==> config.mk <==
export PLATFORM = sky130hd
export DESIGN_NAME = n_queens_solution_counter
export DESIGN_NICKNAME = d
export VERILOG_FILES = /design/src/rtl/nqc_pkg.sv /design/src/rtl/n_queens_solution_counter.sv
export SDC_FILE = /design/constraint.sdc
export NUM_CORES = 1
export LEC_CHECK = 0
export BUFFER_PORTS_ARGS = -buffer_cell sky130_fd_sc_hd__buf_2
export CORE_MARGIN = 3
export CORE_UTILIZATION = 40
export CTS_CLUSTER_SIZE = 25
export DETAILED_ROUTE_END_ITERATION = 8
export GPL_TIMING_DRIVEN = 1
export PLACE_DENSITY_LB_ADDON = 0.05
export SYNTH_ARGS = -nofsm -noshare
export SYNTH_HDL_FRONTEND = slang
export SYNTH_SLANG_ARGS = --single-unit
==> constraint.sdc <==
create_clock -name clock -period 10.1 [get_ports clock]
set_clock_uncertainty 0.15 [all_clocks]
set_input_delay 0.505 -clock clock [delete_from_list [all_inputs] [get_ports clock]]
set_output_delay 0.505 -clock clock [all_outputs]
set_load 0.005 [all_outputs]
==> src/rtl/nqc_pkg.sv <==
`timescale 1ns / 1ps
// ----------------------------------------------------------------------------
// nqc_pkg
// shared types and constants of the n-queens solution counter
// ----------------------------------------------------------------------------
package nqc_pkg;

   localparam int MAX_BOARD_DEFAULT = 16;
   localparam int SIZE_W            = 5;
   localparam int COUNT_W           = 24;
   localparam int FIELD_W           = 4;
   localparam int CSR_ADDR_W        = 3;
   localparam int CSR_DATA_W        = 32;

   localparam logic [SIZE_W-1:0] BOARD_SIZE_RESET = SIZE_W'(8);

   // register index, taken from paddr[2]
   localparam logic REG_BOARD_SIZE = 1'b0;

   typedef struct packed {
      logic               preset_enable;
      logic [FIELD_W-1:0] preset_row;
      logic [FIELD_W-1:0] preset_col;
   } req_type;

   typedef struct packed {
      logic [COUNT_W-1:0] solution_count;
      logic               preset_ignored;
   } rsp_type;

endpackage

==> src/rtl/n_queens_solution_counter.sv <==
`timescale 1ns / 1ps
// ----------------------------------------------------------------------------
// n_queens_solution_counter
// depth-first backtracking count of non-attacking queen placements
// ----------------------------------------------------------------------------
//  channel   ports                          handshake
//  request   start, busy, req_data          beat on start && !busy
//  result    rsp_valid, rsp_data            one-cycle strobe, no back-pressure
//  config    psel penable pwrite paddr ...  apb write, pready tied high
//
//  each row tested, each column out of rows, each board completed and each
//  column stepped back or over is a step of its own; all placement checks and
//  mask toggles go through the single shared attack-check / mask-toggle unit
//  synchronous active-high reset; board size returns to 8
//  busy stays high from the accepted request until the result strobe
//  the result strobe cannot be stalled
// ----------------------------------------------------------------------------
module n_queens_solution_counter #(
   parameter int MAX_BOARD = nqc_pkg::MAX_BOARD_DEFAULT
) (
   input  logic                           clock,
   input  logic                           reset,
   input  logic                           start,
   output logic                           busy,
   input  nqc_pkg::req_type               req_data,
   output logic                           rsp_valid,
   output nqc_pkg::rsp_type               rsp_data,
   input  logic                           psel,
   input  logic                           penable,
   input  logic                           pwrite,
   input  logic [nqc_pkg::CSR_ADDR_W-1:0] paddr,
   input  logic [nqc_pkg::CSR_DATA_W-1:0] pwdata,
   output logic [nqc_pkg::CSR_DATA_W-1:0] prdata,
   output logic                           pready
);

   localparam int ROW_W  = (MAX_BOARD > 1) ? $clog2(MAX_BOARD) : 1;
   localparam int CNT_W  = $clog2(MAX_BOARD + 1);
   localparam int DIAG_N = 2 * MAX_BOARD - 1;
   localparam int DIAG_W = (DIAG_N > 1) ? $clog2(DIAG_N) : 1;

   typedef enum logic [1:0] {
      ST_IDLE,
      ST_STEP,
      ST_BACK
   } state_type;

   state_type                    state_ff, state_in;
   logic [nqc_pkg::SIZE_W-1:0]   board_size_ff;
   logic [CNT_W-1:0]             col_ff, col_in;
   logic [CNT_W-1:0]             row_ff, row_in;
   logic [MAX_BOARD-1:0]         rows_ff, rows_in;
   logic [DIAG_N-1:0]            rise_ff, rise_in;
   logic [DIAG_N-1:0]            fall_ff, fall_in;
   logic [nqc_pkg::COUNT_W-1:0]  count_ff, count_in;
   logic                         have_preset_ff, have_preset_in;
   logic [nqc_pkg::FIELD_W-1:0]  preset_col_ff, preset_col_in;
   logic                         ignored_ff, ignored_in;
   logic                         rsp_valid_ff, rsp_valid_in;
   logic [ROW_W-1:0]             stack_ff [MAX_BOARD];
   logic                         stack_we;

   logic [CNT_W-1:0]             n_eff;
   logic [CNT_W-1:0]             back_col;
   logic                         preset_fits;
   logic                         at_preset_col;
   logic                         back_preset_col;

   // shared attack-check and mask-toggle unit
   logic [ROW_W-1:0]             sel_row;
   logic [ROW_W-1:0]             sel_col;
   logic [DIAG_W-1:0]            rise_idx;
   logic [DIAG_W-1:0]            fall_idx;
   logic [MAX_BOARD-1:0]         row_bit;
   logic [DIAG_N-1:0]            rise_bit;
   logic [DIAG_N-1:0]            fall_bit;
   logic                         sel_free;

   logic                         csr_write;

   assign n_eff = (board_size_ff > nqc_pkg::SIZE_W'(MAX_BOARD)) ?
                  CNT_W'(MAX_BOARD) : board_size_ff[CNT_W-1:0];
   assign back_col = col_ff - CNT_W'(1);
   assign preset_fits = (nqc_pkg::SIZE_W'(req_data.preset_row) < nqc_pkg::SIZE_W'(n_eff)) &&
                        (nqc_pkg::SIZE_W'(req_data.preset_col) < nqc_pkg::SIZE_W'(n_eff));
   assign at_preset_col = have_preset_ff &&
                          (nqc_pkg::SIZE_W'(col_ff) == nqc_pkg::SIZE_W'(preset_col_ff));
   assign back_preset_col = have_preset_ff &&
                            (nqc_pkg::SIZE_W'(back_col) == nqc_pkg::SIZE_W'(preset_col_ff));

   always_comb begin
      unique case (state_ff)
         ST_IDLE: begin
            sel_row = req_data.preset_row[ROW_W-1:0];
            sel_col = req_data.preset_col[ROW_W-1:0];
         end
         ST_STEP: begin
            sel_row = row_ff[ROW_W-1:0];
            sel_col = col_ff[ROW_W-1:0];
         end
         default: begin
            sel_row = stack_ff[back_col[ROW_W-1:0]];
            sel_col = back_col[ROW_W-1:0];
         end
      endcase
   end

   assign rise_idx = DIAG_W'(sel_row) + DIAG_W'(sel_col);
   assign fall_idx = DIAG_W'(sel_row) + DIAG_W'(MAX_BOARD - 1) - DIAG_W'(sel_col);
   assign row_bit  = MAX_BOARD'(1) << sel_row;
   assign rise_bit = DIAG_N'(1) << rise_idx;
   assign fall_bit = DIAG_N'(1) << fall_idx;
   assign sel_free = !rows_ff[sel_row] && !rise_ff[rise_idx] && !fall_ff[fall_idx];

   always_comb begin
      state_in       = state_ff;
      col_in         = col_ff;
      row_in         = row_ff;
      rows_in        = rows_ff;
      rise_in        = rise_ff;
      fall_in        = fall_ff;
      count_in       = count_ff;
      have_preset_in = have_preset_ff;
      preset_col_in  = preset_col_ff;
      ignored_in     = ignored_ff;
      rsp_valid_in   = 1'b0;
      stack_we       = 1'b0;
      unique case (state_ff)
         ST_IDLE: begin
            if (start) begin
               have_preset_in = req_data.preset_enable && preset_fits;
               ignored_in     = req_data.preset_enable && !preset_fits;
               preset_col_in  = req_data.preset_col;
               col_in         = '0;
               row_in         = '0;
               count_in       = '0;
               rows_in        = '0;
               rise_in        = '0;
               fall_in        = '0;
               if (req_data.preset_enable && preset_fits) begin
                  rows_in = row_bit;
                  rise_in = rise_bit;
                  fall_in = fall_bit;
               end
               state_in = ST_STEP;
            end
         end
         ST_STEP: begin
            priority if (col_ff >= n_eff) begin
               count_in = count_ff + nqc_pkg::COUNT_W'(1);
               state_in = ST_BACK;
            end else if (at_preset_col) begin
               col_in = col_ff + CNT_W'(1);
               row_in = '0;
            end else if (row_ff >= n_eff) begin
               state_in = ST_BACK;
            end else if (sel_free) begin
               stack_we = 1'b1;
               rows_in  = rows_ff ^ row_bit;
               rise_in  = rise_ff ^ rise_bit;
               fall_in  = fall_ff ^ fall_bit;
               col_in   = col_ff + CNT_W'(1);
               row_in   = '0;
            end else begin
               row_in = row_ff + CNT_W'(1);
            end
         end
         ST_BACK: begin
            priority if (col_ff == '0) begin
               rsp_valid_in = 1'b1;
               state_in     = ST_IDLE;
            end else if (back_preset_col) begin
               col_in = back_col;
            end else begin
               col_in   = back_col;
               rows_in  = rows_ff ^ row_bit;
               rise_in  = rise_ff ^ rise_bit;
               fall_in  = fall_ff ^ fall_bit;
               row_in   = CNT_W'(sel_row) + CNT_W'(1);
               state_in = ST_STEP;
            end
         end
         default: begin
            state_in = ST_IDLE;
         end
      endcase
   end

   always_ff @(posedge clock) begin
      if (reset) begin
         state_ff     <= ST_IDLE;
         rsp_valid_ff <= 1'b0;
      end else begin
         state_ff     <= state_in;
         rsp_valid_ff <= rsp_valid_in;
      end
      col_ff         <= col_in;
      row_ff         <= row_in;
      rows_ff        <= rows_in;
      rise_ff        <= rise_in;
      fall_ff        <= fall_in;
      count_ff       <= count_in;
      have_preset_ff <= have_preset_in;
      preset_col_ff  <= preset_col_in;
      ignored_ff     <= ignored_in;
   end

   // row stack, undefined until written
   always_ff @(posedge clock) begin
      if (stack_we) begin
         stack_ff[col_ff[ROW_W-1:0]] <= row_ff[ROW_W-1:0];
      end
   end

   // configuration register
   assign csr_write = psel && penable && pwrite && pready && (paddr[2] == nqc_pkg::REG_BOARD_SIZE);

   always_ff @(posedge clock) begin
      if (reset) begin
         board_size_ff <= nqc_pkg::BOARD_SIZE_RESET;
      end else if (csr_write) begin
         board_size_ff <= pwdata[nqc_pkg::SIZE_W-1:0];
      end
   end

   always_comb begin
      prdata = '0;
      if (paddr[2] == nqc_pkg::REG_BOARD_SIZE) begin
         prdata = nqc_pkg::CSR_DATA_W'(board_size_ff);
      end
   end

   assign pready                  = 1'b1;
   assign busy                    = (state_ff != ST_IDLE);
   assign rsp_valid               = rsp_valid_ff;
   assign rsp_data.solution_count = count_ff;
   assign rsp_data.preset_ignored = ignored_ff;

   // checks
   a_strobe_not_busy: assert property (@(posedge clock) disable iff (reset)
      rsp_valid |-> !busy)
      else $error("result strobe while search still running");

   a_start_busy: assert property (@(posedge clock) disable iff (reset)
      (start && !busy) |=> busy)
      else $error("accepted request did not start a search");

   a_strobe_single: assert property (@(posedge clock) disable iff (reset)
      rsp_valid |=> !rsp_valid)
      else $error("result strobe longer than one cycle");

   a_col_bound: assert property (@(posedge clock) disable iff (reset)
      busy |-> (col_ff <= n_eff))
      else $error("column counter beyond board");

endmodule

==> results of run 1 <==
## cell usage after synthesis (18+ instances only)
library cell,n
xnor2_1,62
nand3_1,52
ha_1,42
buf_4,30
inv_1,21
edfxtp_1,182
nor3_1,22
xor2_1,52
o21ai_0,68
nand2b_1,18
clkbuf_1,37
or3_1,19
nor2_1,76
mux4_2,31
nand2_1,150
## registers in the layout (all words and copies together) (netlist names)
signal	count
row_ff	5
fall_ff	31
preset_col_ff	4
rsp_valid	1
col_ff	5
rise_ff	31
count_ff	24
ignored_ff	1
stack_ff	64
state_ff	2
rows_ff	16
have_preset_ff	1
board_size_ff	5
## layout make-up
cell class,instances,share of cell area [%]
tap,384,3.68
inverter,24,0.690
timing repair buffer,64,2.68
sequential,190,43.1
multi-input combinational,840,45.1
clock buffer,17,3.26
clock inverter,15,1.56
## routing by layer
layer / track usage, % / part of all wire (%) / vias up
met4: 3.73 / 0.88 / 0
met2: 29.7 / 46 / 164
met3: 2.80 / 3.7 / 17
met5: 0 / 0 / -
li1: - / - / 4072
met1: 27.6 / 49 / 4089
## worst max-delay path, stage by stage (launching register included)
cell      delay, ns
edfxtp_1       0.33
buf_4          0.43
inv_1          0.26
ha_1           0.82
buf_4          0.28
mux4_2         0.31
mux2_2         0.32
and3_4         0.23
nor2_8         0.15
inv_2          0.12
ha_1           0.24
fa_1           1.00
mux4_2         0.43
mux4_2         0.47
mux2_2         0.30
or3_1          0.48
or3_1          0.49
o41ai_4        0.40
buf_4          0.56
## kinds of logic (layout without fill, tap and decap cells)
| kind of cell | Yosys count | in the layout | synth area share [%] |
|---|---|---|---|
| compound gates | 186 | 186 | 10.7 |
| buf+inv | 113 | 120 | 4.72 |
| fa+ha+maj | 44 | 44 | 4.73 |
| simple gates | 416 | 416 | 16.7 |
| other cells | 2 | 28 | 0.0629 |
| mux | 52 | 52 | 7.68 |
| xor+xnor | 114 | 114 | 8.36 |
| flops | 190 | 190 | 47.1 |
## worst min-delay path by stage
stage / startpoint / end / depth (start not counted)
after floorplan: board_size_ff[3] / board_size_ff[3] / 1
after global placement: board_size_ff[1] / board_size_ff[1] / 2
after detailed placement: board_size_ff[3] / board_size_ff[3] / 1
after CTS: req_data[2] / preset_col_ff[2] / 1
after global routing: req_data[0] / preset_col_ff[0] / 1
final: req_data[2] / preset_col_ff[2] / 1
## stage by stage
stage / instance area (µm²) / worst slack [ns]
global route: 13100 / 1.51
floorplan: 12100 / 1.40
detailed placement: 12400 / 1.81
CTS: 13100 / 1.77
finish: 13100 / 1.90
global placement: 12400 / 1.84
==> metrics.md, run 1 <==
| Metric | Value |
|---|---|
| Max Buffers Root-to-Sink | `2` |
| CTS sink cnt | `190` |
| CTS root buf | `clkbuf_16` |
| Crit path max fanout | `44` |
| Drt first pass iters | `5` |
| Multi-input gate area | `5890 µm²` |
| Vias per cell | `5.44` |
| TritonCTS clock tree | `yes` |
| Final hold vios | `0` |
| WP data required | `10.02 ns` |
| DRC viols | `0` |
| Placed insts | `1502` |
| RSZ-0062 raised after global routing | `false` |
| H-tree levels | `4` |
| Via count | `8342` |
| Reg area | `5630 µm²` |
| Fin util | `44.9%` |
| DRT iter0 DRCs | `589` |
| Worst setup path endpoint | `rise_ff[28]` |
| Warnings, synthesis | `0` |
| Register-to-Register Path Depth | `18` |
| Hold Path Class | `in2reg` |
| Commonest non-fill, non-tap cells in the layout | `edfxtp_1, nand2_1, nor2_1` |
| GPL Wtd Cong | `0.785` |
| Status | `completed` |
| R2R setup slack | `1.90 ns` |
| Die Y | `179 µm` |
| Crit path kind | `reg2reg` |
| Flops & latches, synth | `190` |
| Seq/Total Area, Yosys | `47.1%` |
| Synth cell types | `71` |
| Final min period | `8.20 ns` |
| CP startpoint kind | `flip-flop` |
| WP data arrival | `8.12 ns` |
| Die area | `32000 µm²` |
| Fin cells | `1534` |
| Mapped Area | `11900 µm²` |
| Reg-to-reg startpoint | `col_ff[0]` |
| Max Cap Viol | `0` |
| PortBufs | `52` |
| Wire length per cell | `19.3 µm` |
| Setup crit end kind | `flip-flop` |
| Share of layout cells above drive strength 1 | `12.9%` |
| Total GRT Usage | `18.8%` |
| CTS resizes | `0` |
| Layout fillers | `2810` |
| R2r endpoint | `rise_ff[28]` |
| Post-layout net count | `1231` |
| Clk Latency, worst-skew pair | `0.44 ns` |
| Dominant cells by area after synthesis | `edfxtp_1, mux4_2, nand2_1` |
| First-pass GRT wire length | `47000 µm` |
| Worst-Margin Slew | `1.06 ns` |
| Commonest non-fill, non-tap cell in the layout | `edfxtp_1` |
| Clock transition at path regs | `0.08 ns` |
| WL final | `29600 µm` |
| Top-area cell type share of the netlist area | `45.7%` |
| Hold Buf Count CTS | `0` |
| Row Count | `62` |
| Initial Utilization | `41.1%` |
| Vias in the first global route | `8147` |
| Layout area overhead | `9.34%` |
| ANT nets after route | `0` |
| I/O Pins | `110` |
| Max Slew Vio Count | `0` |
| DP HPWL | `20000 µm` |
| Final Cycle Share | `81.2%` |
| Largest net degree at the start of global routing | `68` |
| Fmax achieved | `0.122 GHz` |
| EDFF count, synth | `182` |
| Grt ovf | `0` |
| Post-Syn Instances | `1117` |
| Initial antenna violation count | `0` |
| Async SR Flop Fraction | `0%` |
| Top_reg_cell synth | `edfxtp_1` |
| N_diodes | `0` |
| Post-CTS setup buffer count | `0` |
| Die width | `179 µm` |
| Beginning of the critical path | `col_ff[0]` |
| Setup TNS | `0 ns` |
| Endpoints failing setup | `0` |
| WHS | `0.144 ns` |
| Syn_area_per_cell | `10.7 µm²` |
| Largest area contributor in the netlist | `edfxtp_1` |
| Slew HR | `28.7%` |
| Core area | `29100 µm²` |
| CTS Buf Count | `17` |
Power of run 1 is not shown: default switching activity piles up to over one toggle a cycle in this logic, so the estimate is an artifact.
==> inputs of run 2 (changes only) <==
ABC_AREA = 1   (was not set)
clock period = 7.1 ns   (was 10.1 ns; I/O delays follow)
==> run 2 against run 1 <==
- register-to-register slack worse by 0.81 ns
- global-route usage decreased by 0.098 points
- critical endpoint is now stack_ff[5][1]
- synthesized cell count up 17%
- largest cell class is now sequential cells
- sequential cell count unchanged
- fmax grew 36%
- final area down 2.1%
- wire length fell by 5.3%
- sequential share of layout area increased by 0.94 points
- critical path depth up 6
- hold slack lost 0.10 ns
- die area is 2.9% lower
==> metrics.md, run 2 <==
| Metric | Value |
|---|---|
| Mapped Area | `11600 µm²` |
| Most frequent cells after synthesis | `nand2_1, edfxtp_1, nor2_1` |
| Top-area cell type share of the netlist area | `47.2%` |
| CTS Buf Count | `17` |
| Crit path largest cell delay | `0.62 ns` |
| Vias in the first global route | `8782` |
| CP max-delay cell | `nor3_1` |
| Status | `completed` |
| WL final | `28000 µm` |
| Dominant cells by area after synthesis | `edfxtp_1, nand2_1, xnor2_1` |
| CTS sink cnt | `190` |
| Commonest non-fill, non-tap cells in the layout | `nand2_1, edfxtp_1, nor2_1` |
| Max reg flops | `64` |
| Die area | `31100 µm²` |
| DRT iter0 DRCs | `660` |
| Flops & latches, synth | `190` |
| Crit path max fanout | `40` |
| Final hold vios | `0` |
| Die width | `176 µm` |
| Die Y | `176 µm` |
| Syn_area_per_cell | `8.84 µm²` |
| Clock transition at path regs | `0.09 ns` |
| Initial Utilization | `41.2%` |
| Crit path kind | `reg2reg` |
| CTS root buf | `clkbuf_16` |
| Top_reg_cell synth | `edfxtp_1` |
| Most common cell on crit path | `nand2_1` |
| Slew HR | `37.2%` |
| CTS resizes | `0` |
| Global-route met3 utilization | `2.30%` |
| RSZ-0062 raised after global routing | `false` |
| Post-synthesis xor/xnor area fraction | `6.57%` |
| WP data arrival | `5.94 ns` |
| Max Slew Vio Count | `0` |
| Post-layout net count | `1452` |
| Worst path bufs/invs | `4` |
| Endpoints failing setup | `0` |
| Clk Latency, worst-skew pair | `0.44 ns` |
| Wire length per cell | `16.0 µm` |
| Hold Path Class | `in2reg` |
| Area after DPL | `12100 µm²` |
| Layout fillers | `2789` |
| First-pass GRT wire length | `46400 µm` |
| I/O Pins | `110` |
| PortBufs | `52` |
| Warnings, synthesis | `0` |
| Seq/Total Area, Yosys | `48.5%` |
| Core area | `28200 µm²` |
| N_diodes | `0` |
| Setup TNS | `0 ns` |
| Final Cycle Share | `84.7%` |
| Drt first pass iters | `5` |
| Largest delay contributor family on the critical path | `simple AND/OR/NAND/NOR gates` |
| GR Layer Usage met1 | `26.4%` |
| Largest net degree at the start of global routing | `80` |
| Setup crit end kind | `flip-flop` |
| CP startpoint kind | `flip-flop` |
| Max Buffers Root-to-Sink | `2` |
| Post-Syn Instances | `1311` |
| M2 GR Usage | `30.7%` |
| Post-Place Worst Slack | `1.01 ns` |
| Vias per cell | `4.97` |
| Complex-gate fraction of the synthesized area | `7.99%` |
| Async SR Flop Fraction | `0%` |
| Total GRT Usage | `18.7%` |
| WHS | `0.0419 ns` |
| Final instance area | `12800 µm²` |
| Synth Area in Adders | `4.88%` |
| Row Count | `61` |
| Largest area contributor in the netlist | `edfxtp_1` |
| GPL Wtd Cong | `0.804` |
| Commonest non-fill, non-tap cell in the layout | `nand2_1` |
| Worst-Margin Slew | `0.943 ns` |
| Final min period | `6.02 ns` |
| Layout area overhead | `10.3%` |
| TritonCTS clock tree | `yes` |
| Max Cap Viol | `0` |
| Top-count cell post-synth | `nand2_1` |
| Via count | `8693` |
| Mux share of post-synthesis cell area | `0%` |
| EDFF count, synth | `182` |
| Initial antenna violation count | `0` |
| CP Cell Sequence | `inv_8 -> ha_1 -> inv_2 -> nand2_1 -> a21oi_1 -> o21ai_1 -> o21ai_1 -> nand2_1 -> nand2_1 -> nand2_1 -> nand2_1 -> inv_1 -> ha_1 -> nand2_1 -> nand2_1 -> a31oi_1 -> inv_1 -> nor2_2 -> nand3_1 -> nand2_1 -> a21oi_1 -> nor2_2 -> nand4_4 -> nor3_1` |
| WP data required | `7.03 ns` |
| Grt ovf | `0` |
| Share of layout cells above drive strength 1 | `10.6%` |
| DP HPWL | `18800 µm` |
| Synth cell types | `55` |
| Simple-Gate Fraction of Synth Area | `24.0%` |
| Combinational family with the most area after synthesis | `simple AND/OR/NAND/NOR gates` |
| Busiest grt layer | `met2` |
| H-tree levels | `4` |
| ANT nets after route | `0` |
| DRC viols | `0` |
| Post-route setup slack | `1.08 ns` |
| Fmax achieved | `0.166 GHz` |
==> run 2: cell types whose count changed in the layout (fill, tap and decap cells not counted), moves of 16 or more <==
cell,before,now
nand3_1,52,83
a21oi_1,15,60
or3_1,19,0
nor2_1,76,148
inv_1,21,107
nand2_1,150,332
xnor2_1,62,80
mux4_2,31,0
xor2_1,52,7
o2bb2ai_1,16,0
nand2b_1,18,0
a21o_1,17,1
nor2b_1,16,0
o21ai_0,68,36
==> run 2: final timing paths <==
kind                         start               end  slack [ns]  cells past startpoint
hold reg to reg   board_size_ff[2]  board_size_ff[2]        0.36                      2
setup / recovery         col_ff[0]    stack_ff[5][1]        1.08                     24
hold / removal           pwdata[0]  board_size_ff[0]        0.04                      3
setup reg to reg         col_ff[0]    stack_ff[5][1]        1.08                     24
==> run 2: worst register-to-register path: cells and delay by family (launching register included) <==
kind,cells,cell delay (ns)
simple gates,13,2.66
buf+inv,4,0.91
fa+ha+maj,2,0.85
compound gates,5,0.61
flops,1,0.48
==> run 2: layout make-up <==
class	instances	area (µm²)	share of cell area, %
clock buffer	17	425	3.33
clock inverter	15	206	1.61
inverter	121	472	3.69
multi-input combinational	957	5150	40.3
sequential	190	5630	44.0
tap	378	473	3.70
timing repair buffer	71	430	3.37
==> run 2: stage by stage <==
stage,util (%),instances
final,45.4,1749
after global routing,45.4,1749
after CTS,45.4,1749
after detailed placement,42.9,1711
after global placement,42.9,1711
after floorplan,-,1337
==> run 2: kinds of logic after synthesis <==
kind of cell | count (synthesis)
AND/OR/NAND/NOR | 642
XOR/XNOR | 87
adder cells (fa/ha/maj) | 44
flip-flops | 190
AO/OA/AOI/OAI | 156
buffers and inverters | 190
other | 2
==> run 2: what timing repair did <==
item,4_1_cts,5_1_grt
hold buffers,6,0
hold endpoints to repair,6,0
buffers inserted,0,0
==> run 2: per-layer routing <==
metal | up-vias | routed length, µm | share of wire [%]
met5 | - | 0 | 0
met1 | 4099 | 13600 | 49
met3 | 26 | 754 | 2.7
met2 | 147 | 13300 | 48
li1 | 4421 | - | -
met4 | 0 | 322 | 1.1
Power of run 2 is left out for the same reason.
